**config.mk**
```make
export PLATFORM = sky130hd
export DESIGN_NAME = note_step_sequencer_glide_core
export DESIGN_NICKNAME = d
export VERILOG_FILES = /design/src/rtl/nssg_pkg.sv /design/src/rtl/nssg_ram.sv /design/src/rtl/note_step_sequencer_glide_core.sv
export VERILOG_INCLUDE_DIRS = /design/src /design/src/rtl
export SDC_FILE = /design/constraint.sdc
export NUM_CORES = 2
export LEC_CHECK = 0
export BUFFER_PORTS_ARGS = -buffer_cell sky130_fd_sc_hd__buf_2
export CAP_MARGIN = 20
export CORE_MARGIN = 2
export CORE_UTILIZATION = 54
export DETAILED_ROUTE_END_ITERATION = 7
export GPL_TIMING_DRIVEN = 0
export PLACE_DENSITY = 0.73
export SLEW_MARGIN = 20
export SYNTH_ARGS = -nofsm -noshare
export SYNTH_HDL_FRONTEND = slang
export SYNTH_SLANG_ARGS = --single-unit
```
**constraint.sdc**
```tcl
create_clock -name clk -period 13.5 [get_ports clk]
set_input_delay 0.675 -clock clk [delete_from_list [all_inputs] [get_ports clk]]
set_output_delay 0.675 -clock clk [all_outputs]
set_load 0.05 [all_outputs]
```
**src/rtl/note_step_sequencer_glide_core_macros.svh**
```systemverilog
// Assertion helpers for the step sequencer. Both expect clk and rst_n in scope.
`ifndef NOTE_STEP_SEQUENCER_GLIDE_CORE_MACROS_SVH
`define NOTE_STEP_SEQUENCER_GLIDE_CORE_MACROS_SVH

`ifndef SYNTHESIS
// The condition must hold at every clock edge outside reset.
`define NSSG_ASSERT_ALWAYS(lbl, cond) \
    lbl: assert property (@(posedge clk) disable iff (!rst_n) (cond)) \
        else $error("sequencer invariant violated");
// When the trigger holds, the outcome must hold in the next cycle.
`define NSSG_ASSERT_NEXT(lbl, trig, outcome) \
    lbl: assert property (@(posedge clk) disable iff (!rst_n) (trig) |=> (outcome)) \
        else $error("sequencer next-cycle check violated");
`else
`define NSSG_ASSERT_ALWAYS(lbl, cond)
`define NSSG_ASSERT_NEXT(lbl, trig, outcome)
`endif

`endif

```
**src/rtl/nssg_pkg.sv**
```systemverilog
package nssg_pkg;

    localparam logic OP_TICK  = 1'b0;
    localparam logic OP_WRITE = 1'b1;

    localparam int CFG_INDEX_W = 2;
    localparam logic [CFG_INDEX_W-1:0] CFG_STEP_LENGTH = 2'd0;
    localparam logic [CFG_INDEX_W-1:0] CFG_GATE_LENGTH = 2'd1;
    localparam logic [CFG_INDEX_W-1:0] CFG_GLIDE       = 2'd2;
    localparam int CFG_DATA_W = 16;

    localparam int NOTE_W   = 7;
    localparam int SAMPLE_W = 22;
    localparam int GLIDE_W  = 13;

    localparam logic [15:0]         STEP_LENGTH_RESET = 16'd5512;
    localparam logic [15:0]         GATE_LENGTH_RESET = 16'd4500;
    localparam logic [GLIDE_W-1:0]  GLIDE_RESET       = 13'd0;
    localparam logic [GLIDE_W-1:0]  GLIDE_FULL        = 13'd4096;
    localparam logic [SAMPLE_W-1:0] PREV_RESET        = 22'd3270;

    typedef struct packed {
        logic              op;
        logic [7:0]        entry_index;
        logic [NOTE_W-1:0] entry_note;
    } in_t;

    typedef struct packed {
        logic [SAMPLE_W-1:0] sample_value;
        logic [7:0]          current_step;
    } out_t;

    // Pitch words of the octave that starts at note 60.
    function automatic logic [16:0] pitch_word(input logic [3:0] semitone);
        logic [16:0] w;
        case (semitone)
            4'd0:    w = 17'd52325;
            4'd1:    w = 17'd55436;
            4'd2:    w = 17'd58733;
            4'd3:    w = 17'd62225;
            4'd4:    w = 17'd65925;
            4'd5:    w = 17'd69845;
            4'd6:    w = 17'd73999;
            4'd7:    w = 17'd78399;
            4'd8:    w = 17'd83061;
            4'd9:    w = 17'd88000;
            4'd10:   w = 17'd93233;
            4'd11:   w = 17'd98776;
            default: w = 17'd0;
        endcase
        return w;
    endfunction

    // Note number to pitch word. The octave comes from a multiply by 43/512,
    // which equals the floor of note/12 for every 7-bit note.
    function automatic logic [SAMPLE_W-1:0] note_pitch(input logic [NOTE_W-1:0] note);
        logic [12:0]         prod;
        logic [3:0]          oct;
        logic [6:0]          oct_x12;
        logic [3:0]          semi;
        logic [SAMPLE_W-1:0] base;
        logic [SAMPLE_W-1:0] res;
        prod    = 13'(note) * 13'd43;
        oct     = prod[12:9];
        oct_x12 = 7'(oct) * 7'd12;
        semi    = 4'(note - oct_x12);
        base    = SAMPLE_W'(pitch_word(semi));
        if (note == '0)
            res = '0;
        else if (note < 7'd60)
            res = base >> (4'd5 - oct);
        else
            res = base << (oct - 4'd5);
        return res;
    endfunction

endpackage

```
**src/rtl/nssg_ram.sv**
```systemverilog
module nssg_ram #(
    parameter int WIDTH = 7,
    parameter int DEPTH = 256
) (
    input  logic                     clk,
    input  logic                     we,
    input  logic [$clog2(DEPTH)-1:0] waddr,
    input  logic [WIDTH-1:0]         wdata,
    input  logic                     re,
    input  logic [$clog2(DEPTH)-1:0] raddr,
    output logic [WIDTH-1:0]         rdata
);

    logic [WIDTH-1:0] mem [DEPTH];

    always_ff @(posedge clk)
    begin
        if (we)
        begin
            mem[waddr] <= wdata;
        end
        if (re)
        begin
            rdata <= mem[raddr];
        end
    end

endmodule

```
**src/rtl/note_step_sequencer_glide_core.sv**
```systemverilog
// Step sequencer with glide, one audio sample per tick beat.
// The input channel (in_valid/in_ready/in_data) carries two kinds of beat: a tick,
// which produces exactly one result beat, and a pattern write, which loads one
// step of the pattern memory and produces nothing. Result beats leave on
// out_valid/out_ready/out_data in the order the ticks were accepted.
// The configuration channel (cfg_valid/cfg_ready/cfg_index/cfg_data) is always
// ready; it sets step length, gate length and glide, and is meant to be used only
// while no tick is in flight. Unknown indexes are ignored.
// A tick taken passes through stage one, stage two and the output register, which
// offers it as a result beat. One beat is accepted every cycle while the
// receiver keeps up. The rate is set by the glide recurrence: the mix of the
// previous output with the new pitch word is one registered stage of two small
// multiplies and an add, which closes on itself every cycle.
// After reset the pattern memory is swept to zero, one entry a cycle, so in_ready
// stays low until the sweep ends; configuration writes are taken during the sweep.
// When the receiver stalls, the whole pipeline holds and in_ready drops, so no
// beat is lost; in_ready returns in the cycle the output beat is taken.
`include "note_step_sequencer_glide_core_macros.svh"

module note_step_sequencer_glide_core #(
    parameter int STEPS = 256
) (
    input  logic                                 clk,
    input  logic                                 rst_n,
    input  logic                                 in_valid,
    output logic                                 in_ready,
    input  nssg_pkg::in_t                        in_data,
    output logic                                 out_valid,
    input  logic                                 out_ready,
    output nssg_pkg::out_t                       out_data,
    input  logic                                 cfg_valid,
    output logic                                 cfg_ready,
    input  logic [nssg_pkg::CFG_INDEX_W-1:0]     cfg_index,
    input  logic [nssg_pkg::CFG_DATA_W-1:0]      cfg_data
);

    localparam int AW = $clog2(STEPS);
    localparam logic [AW-1:0] LAST_STEP = AW'(STEPS - 1);

    // Configuration registers.
    logic [15:0]                  step_length_reg;
    logic [15:0]                  gate_length_reg;
    logic [nssg_pkg::GLIDE_W-1:0] glide_reg;

    // Sequencer position.
    logic [AW-1:0] step_reg;
    logic [15:0]   count_reg;
    logic [AW-1:0] step_next;
    logic [15:0]   count_next;
    logic [15:0]   count_inc;

    // Reset sweep of the pattern memory.
    logic          clear_active_reg;
    logic [AW-1:0] clear_addr_reg;

    // Pipeline: stage one holds the memory read, stage two the pitch word.
    logic                            advance;
    logic                            tick_accept;
    logic                            write_accept;
    logic                            s1_valid_reg;
    logic                            s1_gate_off_reg;
    logic [AW-1:0]                   s1_step_reg;
    logic                            s2_valid_reg;
    logic                            s2_gate_off_reg;
    logic [AW-1:0]                   s2_step_reg;
    logic [nssg_pkg::SAMPLE_W-1:0]   s2_target_reg;
    logic [nssg_pkg::SAMPLE_W-1:0]   prev_reg;
    logic [nssg_pkg::SAMPLE_W-1:0]   prev_next;
    logic                            out_valid_reg;
    nssg_pkg::out_t                  out_data_reg;

    logic [nssg_pkg::NOTE_W-1:0]     ram_rdata;
    logic                            ram_we;
    logic [AW-1:0]                   ram_waddr;
    logic [nssg_pkg::NOTE_W-1:0]     ram_wdata;
    logic                            index_in_range;

    logic [nssg_pkg::GLIDE_W-1:0]    glide_sat;
    logic [nssg_pkg::GLIDE_W-1:0]    glide_rest;
    logic [35:0]                     mix_full;

    // The whole pipeline moves whenever the output register is free or being taken.
    assign advance      = !out_valid_reg || out_ready;
    assign in_ready     = advance && !clear_active_reg;
    assign tick_accept  = in_valid && in_ready && (in_data.op == nssg_pkg::OP_TICK);
    assign write_accept = in_valid && in_ready && (in_data.op == nssg_pkg::OP_WRITE);
    assign cfg_ready    = 1'b1;
    assign out_valid    = out_valid_reg;
    assign out_data     = out_data_reg;

    // Writes to steps beyond the pattern length are dropped.
    assign index_in_range = 32'(in_data.entry_index) < 32'(STEPS);

    assign ram_we    = clear_active_reg || (write_accept && index_in_range);
    assign ram_waddr = clear_active_reg ? clear_addr_reg : AW'(in_data.entry_index);
    assign ram_wdata = clear_active_reg ? '0 : in_data.entry_note;

    nssg_ram #(
        .WIDTH (nssg_pkg::NOTE_W),
        .DEPTH (STEPS)
    ) u_pattern (
        .clk   (clk),
        .we    (ram_we),
        .waddr (ram_waddr),
        .wdata (ram_wdata),
        .re    (tick_accept),
        .raddr (step_reg),
        .rdata (ram_rdata)
    );

    // In-step counter and step index. A zero step length behaves like one, and a
    // wrap of the 16-bit counter also ends the step.
    always_comb
    begin
        count_inc  = count_reg + 16'd1;
        count_next = count_inc;
        step_next  = step_reg;
        if ((count_inc >= step_length_reg) || (count_inc == 16'd0))
        begin
            count_next = '0;
            step_next  = (step_reg == LAST_STEP) ? '0 : step_reg + AW'(1);
        end
    end

    // Glide above full scale saturates, which holds the previous value.
    assign glide_sat  = (glide_reg > nssg_pkg::GLIDE_FULL) ? nssg_pkg::GLIDE_FULL : glide_reg;
    assign glide_rest = nssg_pkg::GLIDE_FULL - glide_sat;
    assign mix_full   = 36'(prev_reg) * 36'(glide_sat) + 36'(s2_target_reg) * 36'(glide_rest);
    assign prev_next  = mix_full[12 +: nssg_pkg::SAMPLE_W];

    always_ff @(posedge clk or negedge rst_n)
    begin
        if (!rst_n)
        begin
            step_length_reg  <= nssg_pkg::STEP_LENGTH_RESET;
            gate_length_reg  <= nssg_pkg::GATE_LENGTH_RESET;
            glide_reg        <= nssg_pkg::GLIDE_RESET;
            step_reg         <= '0;
            count_reg        <= '0;
            clear_active_reg <= 1'b1;
            clear_addr_reg   <= '0;
            s1_valid_reg     <= 1'b0;
            s2_valid_reg     <= 1'b0;
            out_valid_reg    <= 1'b0;
            prev_reg         <= nssg_pkg::PREV_RESET;
        end
        else
        begin
            if (cfg_valid)
            begin
                unique case (cfg_index)
                    nssg_pkg::CFG_STEP_LENGTH: step_length_reg <= cfg_data;
                    nssg_pkg::CFG_GATE_LENGTH: gate_length_reg <= cfg_data;
                    nssg_pkg::CFG_GLIDE:       glide_reg <= nssg_pkg::GLIDE_W'(cfg_data);
                    default:                   ;
                endcase
            end

            if (clear_active_reg)
            begin
                clear_addr_reg <= clear_addr_reg + AW'(1);
                if (clear_addr_reg == LAST_STEP)
                begin
                    clear_active_reg <= 1'b0;
                end
            end

            if (tick_accept)
            begin
                step_reg  <= step_next;
                count_reg <= count_next;
            end

            if (advance)
            begin
                s1_valid_reg  <= tick_accept;
                s2_valid_reg  <= s1_valid_reg;
                out_valid_reg <= s2_valid_reg;
                if (s2_valid_reg)
                begin
                    prev_reg <= prev_next;
                end
            end
        end
    end

    // Payload registers of the pipeline.
    always_ff @(posedge clk)
    begin
        if (tick_accept)
        begin
            s1_gate_off_reg <= count_reg > gate_length_reg;
            s1_step_reg     <= step_reg;
        end
        if (advance)
        begin
            s2_gate_off_reg <= s1_gate_off_reg;
            s2_step_reg     <= s1_step_reg;
            s2_target_reg   <= nssg_pkg::note_pitch(ram_rdata);
            out_data_reg.sample_value <= s2_gate_off_reg ? '0 : prev_next;
            out_data_reg.current_step <= 8'(s2_step_reg);
        end
    end

    `NSSG_ASSERT_ALWAYS(a_no_accept_during_clear, !(clear_active_reg && in_ready))
    `NSSG_ASSERT_ALWAYS(a_step_in_range, 32'(step_reg) < 32'(STEPS))
    `NSSG_ASSERT_NEXT(a_gated_is_silent, advance && s2_valid_reg && s2_gate_off_reg,
        out_valid && (out_data.sample_value == '0))
    `NSSG_ASSERT_NEXT(a_prev_moves_with_tick, !(advance && s2_valid_reg), $stable(prev_reg))

endmodule

```
==> run_summary.xml <==
<?xml version="1.0" encoding="UTF-8"?>
<metrics>
  <group name="synth">
    <metric name="yosysTopAreaCell" unit="">sky130_fd_sc_hd__edfxtp_1</metric>
    <metric name="post_syn_instances" unit="">5983</metric>
    <metric name="netlist_area" unit="mm²">0.0980</metric>
    <metric name="yosys_most_used_dff" unit="">sky130_fd_sc_hd__edfxtp_1</metric>
    <metric name="netlist-cell-type-count" unit="">74</metric>
    <metric name="yosysTopAreaCellShare" unit="%">57.3</metric>
    <metric name="synth.cells.most_frequent" unit="">1869 x sky130_fd_sc_hd__edfxtp_1, 617 x sky130_fd_sc_hd__inv_1, 601 x sky130_fd_sc_hd__mux4_2</metric>
    <metric name="synthArstFlopShare" unit="%">5.22</metric>
    <metric name="edff_count_synth" unit="">1869</metric>
    <metric name="yosysSeqAreaShare" unit="%">59.9</metric>
    <metric name="syn-mean-instance-area" unit="µm²">16.4</metric>
    <metric name="yosys.cell_count.top_type" unit="">sky130_fd_sc_hd__edfxtp_1</metric>
    <metric name="synth_seq_cells" unit="">1972</metric>
    <metric name="synth_top_cells_by_area" unit="">sky130_fd_sc_hd__edfxtp_1 57%, sky130_fd_sc_hd__mux4_2 14%, sky130_fd_sc_hd__fa_1 10%, sky130_fd_sc_hd__ha_1 2.6%, sky130_fd_sc_hd__inv_1 2.4%</metric>
    <metric name="synth_fp_nets" unit="">6731</metric>
    <metric name="yosysWarnings" unit="">0</metric>
  </group>
  <group name="global_route">
    <metric name="groute.usage.overall" unit="%">30.8</metric>
    <metric name="number_of_global_route_vias_before_repair" unit="">56700</metric>
    <metric name="grt_antenna_before_repair" unit="">14</metric>
    <metric name="first_pass_grt_wire_length" unit="µm">404000</metric>
    <metric name="grt_start_max_net_pins" unit="">62</metric>
    <metric name="grt_overflow" unit="">0</metric>
  </group>
  <group name="critical_path">
    <metric name="end_kind" unit="">register</metric>
    <metric name="timing.critical_path.slowest_cell_delay" unit="ps">930</metric>
    <metric name="startpoint_to_endpoint_class_of_the_critical_path" unit="">register to register</metric>
    <metric name="worst_path_max_delay_cell" unit="">sky130_fd_sc_hd__a21oi_1</metric>
    <metric name="critical_path_peak_fanout" unit="">10</metric>
    <metric name="critPathRequiredTime" unit="ps">14050</metric>
    <metric name="cpMostUsedCell" unit="">sky130_fd_sc_hd__fa_1</metric>
    <metric name="critPathArrivalTime" unit="ps">12410</metric>
    <metric name="setup.worst_path.start_class" unit="">register</metric>
  </group>
  <group name="timing">
    <metric name="slew-limit-headroom" unit="%">16.5</metric>
    <metric name="timing.final.max_slew_violations" unit="">0</metric>
    <metric name="worst-slew-pin-transition" unit="ps">1250</metric>
    <metric name="final_ws_setup" unit="ps">1640</metric>
    <metric name="report.final.setup_viol" unit="">0</metric>
    <metric name="clock.fmax" unit="GHz">0.0843</metric>
    <metric name="final_count_of_hold_timing_violations" unit="">0</metric>
    <metric name="final_min_period_over_clock_period" unit="%">87.8</metric>
    <metric name="fin_crit" unit="ps">11860</metric>
    <metric name="grt_setup_unrepaired" unit="">no</metric>
    <metric name="final.setup_skew" unit="ps">79.3</metric>
  </group>
  <group name="die">
    <metric name="initial_core_utilization" unit="%">54.3</metric>
    <metric name="design.core.area" unit="mm²">0.181</metric>
    <metric name="placement_rows" unit="">156</metric>
    <metric name="ios" unit="">72</metric>
    <metric name="die_h" unit="µm">430</metric>
    <metric name="die_x" unit="µm">430</metric>
    <metric name="full_die_area" unit="mm²">0.185</metric>
  </group>
  <group name="clocking">
    <metric name="cts_resized" unit="">0</metric>
    <metric name="cts_sink_cnt" unit="">1972</metric>
    <metric name="clock_tree_buf_depth" unit="">3</metric>
    <metric name="cts.reportedPaths.clkPinSlew" unit="ps">60</metric>
    <metric name="htree_num_levels" unit="">4</metric>
    <metric name="numCtsBuffers" unit="">192</metric>
    <metric name="cts-root-buf" unit="">sky130_fd_sc_hd__clkbuf_16</metric>
    <metric name="tritoncts" unit="">yes</metric>
    <metric name="clk_latency" unit="ps">880</metric>
  </group>
  <group name="routing">
    <metric name="post-route-drc-count" unit="">0</metric>
    <metric name="wl_met3" unit="µm">28100</metric>
    <metric name="m1WireLength" unit="µm">97500</metric>
    <metric name="drt_first_pass_iters" unit="">6</metric>
    <metric name="vias" unit="">56400</metric>
    <metric name="drt_iter0_markers" unit="">7368</metric>
    <metric name="postRouteAntennaNets" unit="">0</metric>
    <metric name="routed_via_density" unit="">6.37</metric>
    <metric name="routed.top_layer" unit="">met5</metric>
    <metric name="average_detailed_routed_wire_length_per_instance" unit="µm">31.7</metric>
    <metric name="drt-total-wl" unit="µm">281000</metric>
    <metric name="wl_met2" unit="µm">135000</metric>
  </group>
  <group name="place">
    <metric name="placedCellCount" unit="">8493</metric>
    <metric name="detailedPlace.worstSlack" unit="ps">1960</metric>
    <metric name="place.port_buffers" unit="">70</metric>
    <metric name="gp_congestion" unit="">0.942</metric>
    <metric name="detailedPlacementHpwl" unit="µm">202000</metric>
  </group>
  <group name="cells_and_area">
    <metric name="utilization" unit="%">60.5</metric>
    <metric name="area.growth.synth_to_final" unit="%">11.5</metric>
    <metric name="fill_cells" unit="">12900</metric>
    <metric name="ratio_of_cells_with_drive_above_1_in_the_final_layout" unit="%">18.5</metric>
    <metric name="layout.nets" unit="">7068</metric>
    <metric name="layoutNonFillerInstCount" unit="">8858</metric>
    <metric name="largest_register_ffs" unit="">1792</metric>
  </group>
  <group name="status">
    <metric name="run_status" unit="">finished clean</metric>
  </group>
  <group name="flow_run">
    <metric name="max_cap_violations" unit="">0</metric>
  </group>
  <group name="worst_hold_path">
    <metric name="hp-class" unit="">input pin to register</metric>
  </group>
</metrics>
[layer usage]
metal  GRT usage [%]  vias to the layer above
li1                -                    22600
met1            39.1                    29300
met2            49.3                     3692
met3            6.43                      790
met4            18.2                        4
met5               0                        -
[worst max-delay path: cells and delay by family (launching register included)]
family / cells / cell delay, ps
flops: 1 / 340
compound gates: 7 / 2630
fa+ha+maj: 9 / 4140
simple gates: 5 / 1070
buf+inv: 10 / 3000
xor+xnor: 1 / 400
[stage by stage]
stage | setup TNS, ps | hold WS, ps | area, µm²
6_report | 0 | 112 | 109000
5_1_grt | 0 | 97.4 | 109000
4_1_cts | 0 | 62.5 | 109000
3_5_place_dp | 0 | 405 | 103000
3_3_place_gp | -4247510 | 401 | 101000
2_1_floorplan | 0 | 379 | 98000
[area by class of cell]
cell class | count | area (µm²) | area share, %
Inverter | 618 | 2320 | 2.13
Clock buffer | 239 | 4980 | 4.56
Multi-Input combinational cell | 3061 | 35600 | 32.6
Antenna cell | 10 | 25.0 | 0.0229
Clock inverter | 113 | 1110 | 1.02
Buffer | 332 | 1450 | 1.32
Sequential cell | 1972 | 58700 | 53.8
Tap cell | 2370 | 2970 | 2.72
Timing Repair Buffer | 143 | 2030 | 1.86
[worst paths after layout]
check | start | to | slack, ps | cells past startpoint
hold reg to reg | s2_step_reg[1]$_DFFE_PN_ | out_data[1]$_DFFE_PN_ | 420 | 0
setup / recovery | glide_reg[12]$_DFFE_PN0P_ | out_data[27]$_SDFFCE_PP0N_ | 1640 | 32
setup reg to reg | glide_reg[12]$_DFFE_PN0P_ | out_data[27]$_SDFFCE_PP0N_ | 1640 | 32
hold / removal | cfg_data[15] | step_length_reg[15]$_DFFE_PN0P_ | 110 | 3
max in group asynchronous | rst_n | prev_reg[6]$_DFFE_PN1P_ | 12370 | 3
min in group asynchronous | rst_n | clear_addr_reg[7]$_DFFE_PN0P_ | 360 | 2
[placed cells by master (no fill, tap or decap), types with 71 or more instances in the layout]
cell type                   synthesis  final
sky130_fd_sc_hd__clkbuf_16          0    192
sky130_fd_sc_hd__dfrtp_1           86     86
sky130_fd_sc_hd__inv_1            617    616
sky130_fd_sc_hd__edfxtp_1        1869   1869
sky130_fd_sc_hd__fa_1             502    502
sky130_fd_sc_hd__buf_2             35    116
sky130_fd_sc_hd__clkbuf_1         243    252
sky130_fd_sc_hd__o21ai_0           71     71
sky130_fd_sc_hd__and2_1           222    222
sky130_fd_sc_hd__nand2_1          529    529
sky130_fd_sc_hd__ha_1             207    207
sky130_fd_sc_hd__mux4_2           601    601
sky130_fd_sc_hd__nor2_1           342    342
[what timing repair did]
item,CTS,global route
hold buffers,1,0
endpoints found under the hold margin,37,0
setup endpoints to repair,0,0
setup buffers,0,0
[kinds of logic (layout without fill, tap and decap cells)]
kind of cell	after synthesis	after routing	share of synthesized area [%]
flops	1972	1972	59.9
simple gates	1286	1286	5.94
buf+inv	950	1445	3.78
other cells	1	11	0.00383
compound gates	312	312	2.06
fa+ha+maj	709	709	12.9
xor+xnor	75	75	0.700
mux	678	678	14.7
Power is not shown: default switching activity piles up to over one toggle a cycle in this logic, so the estimate is an artifact.
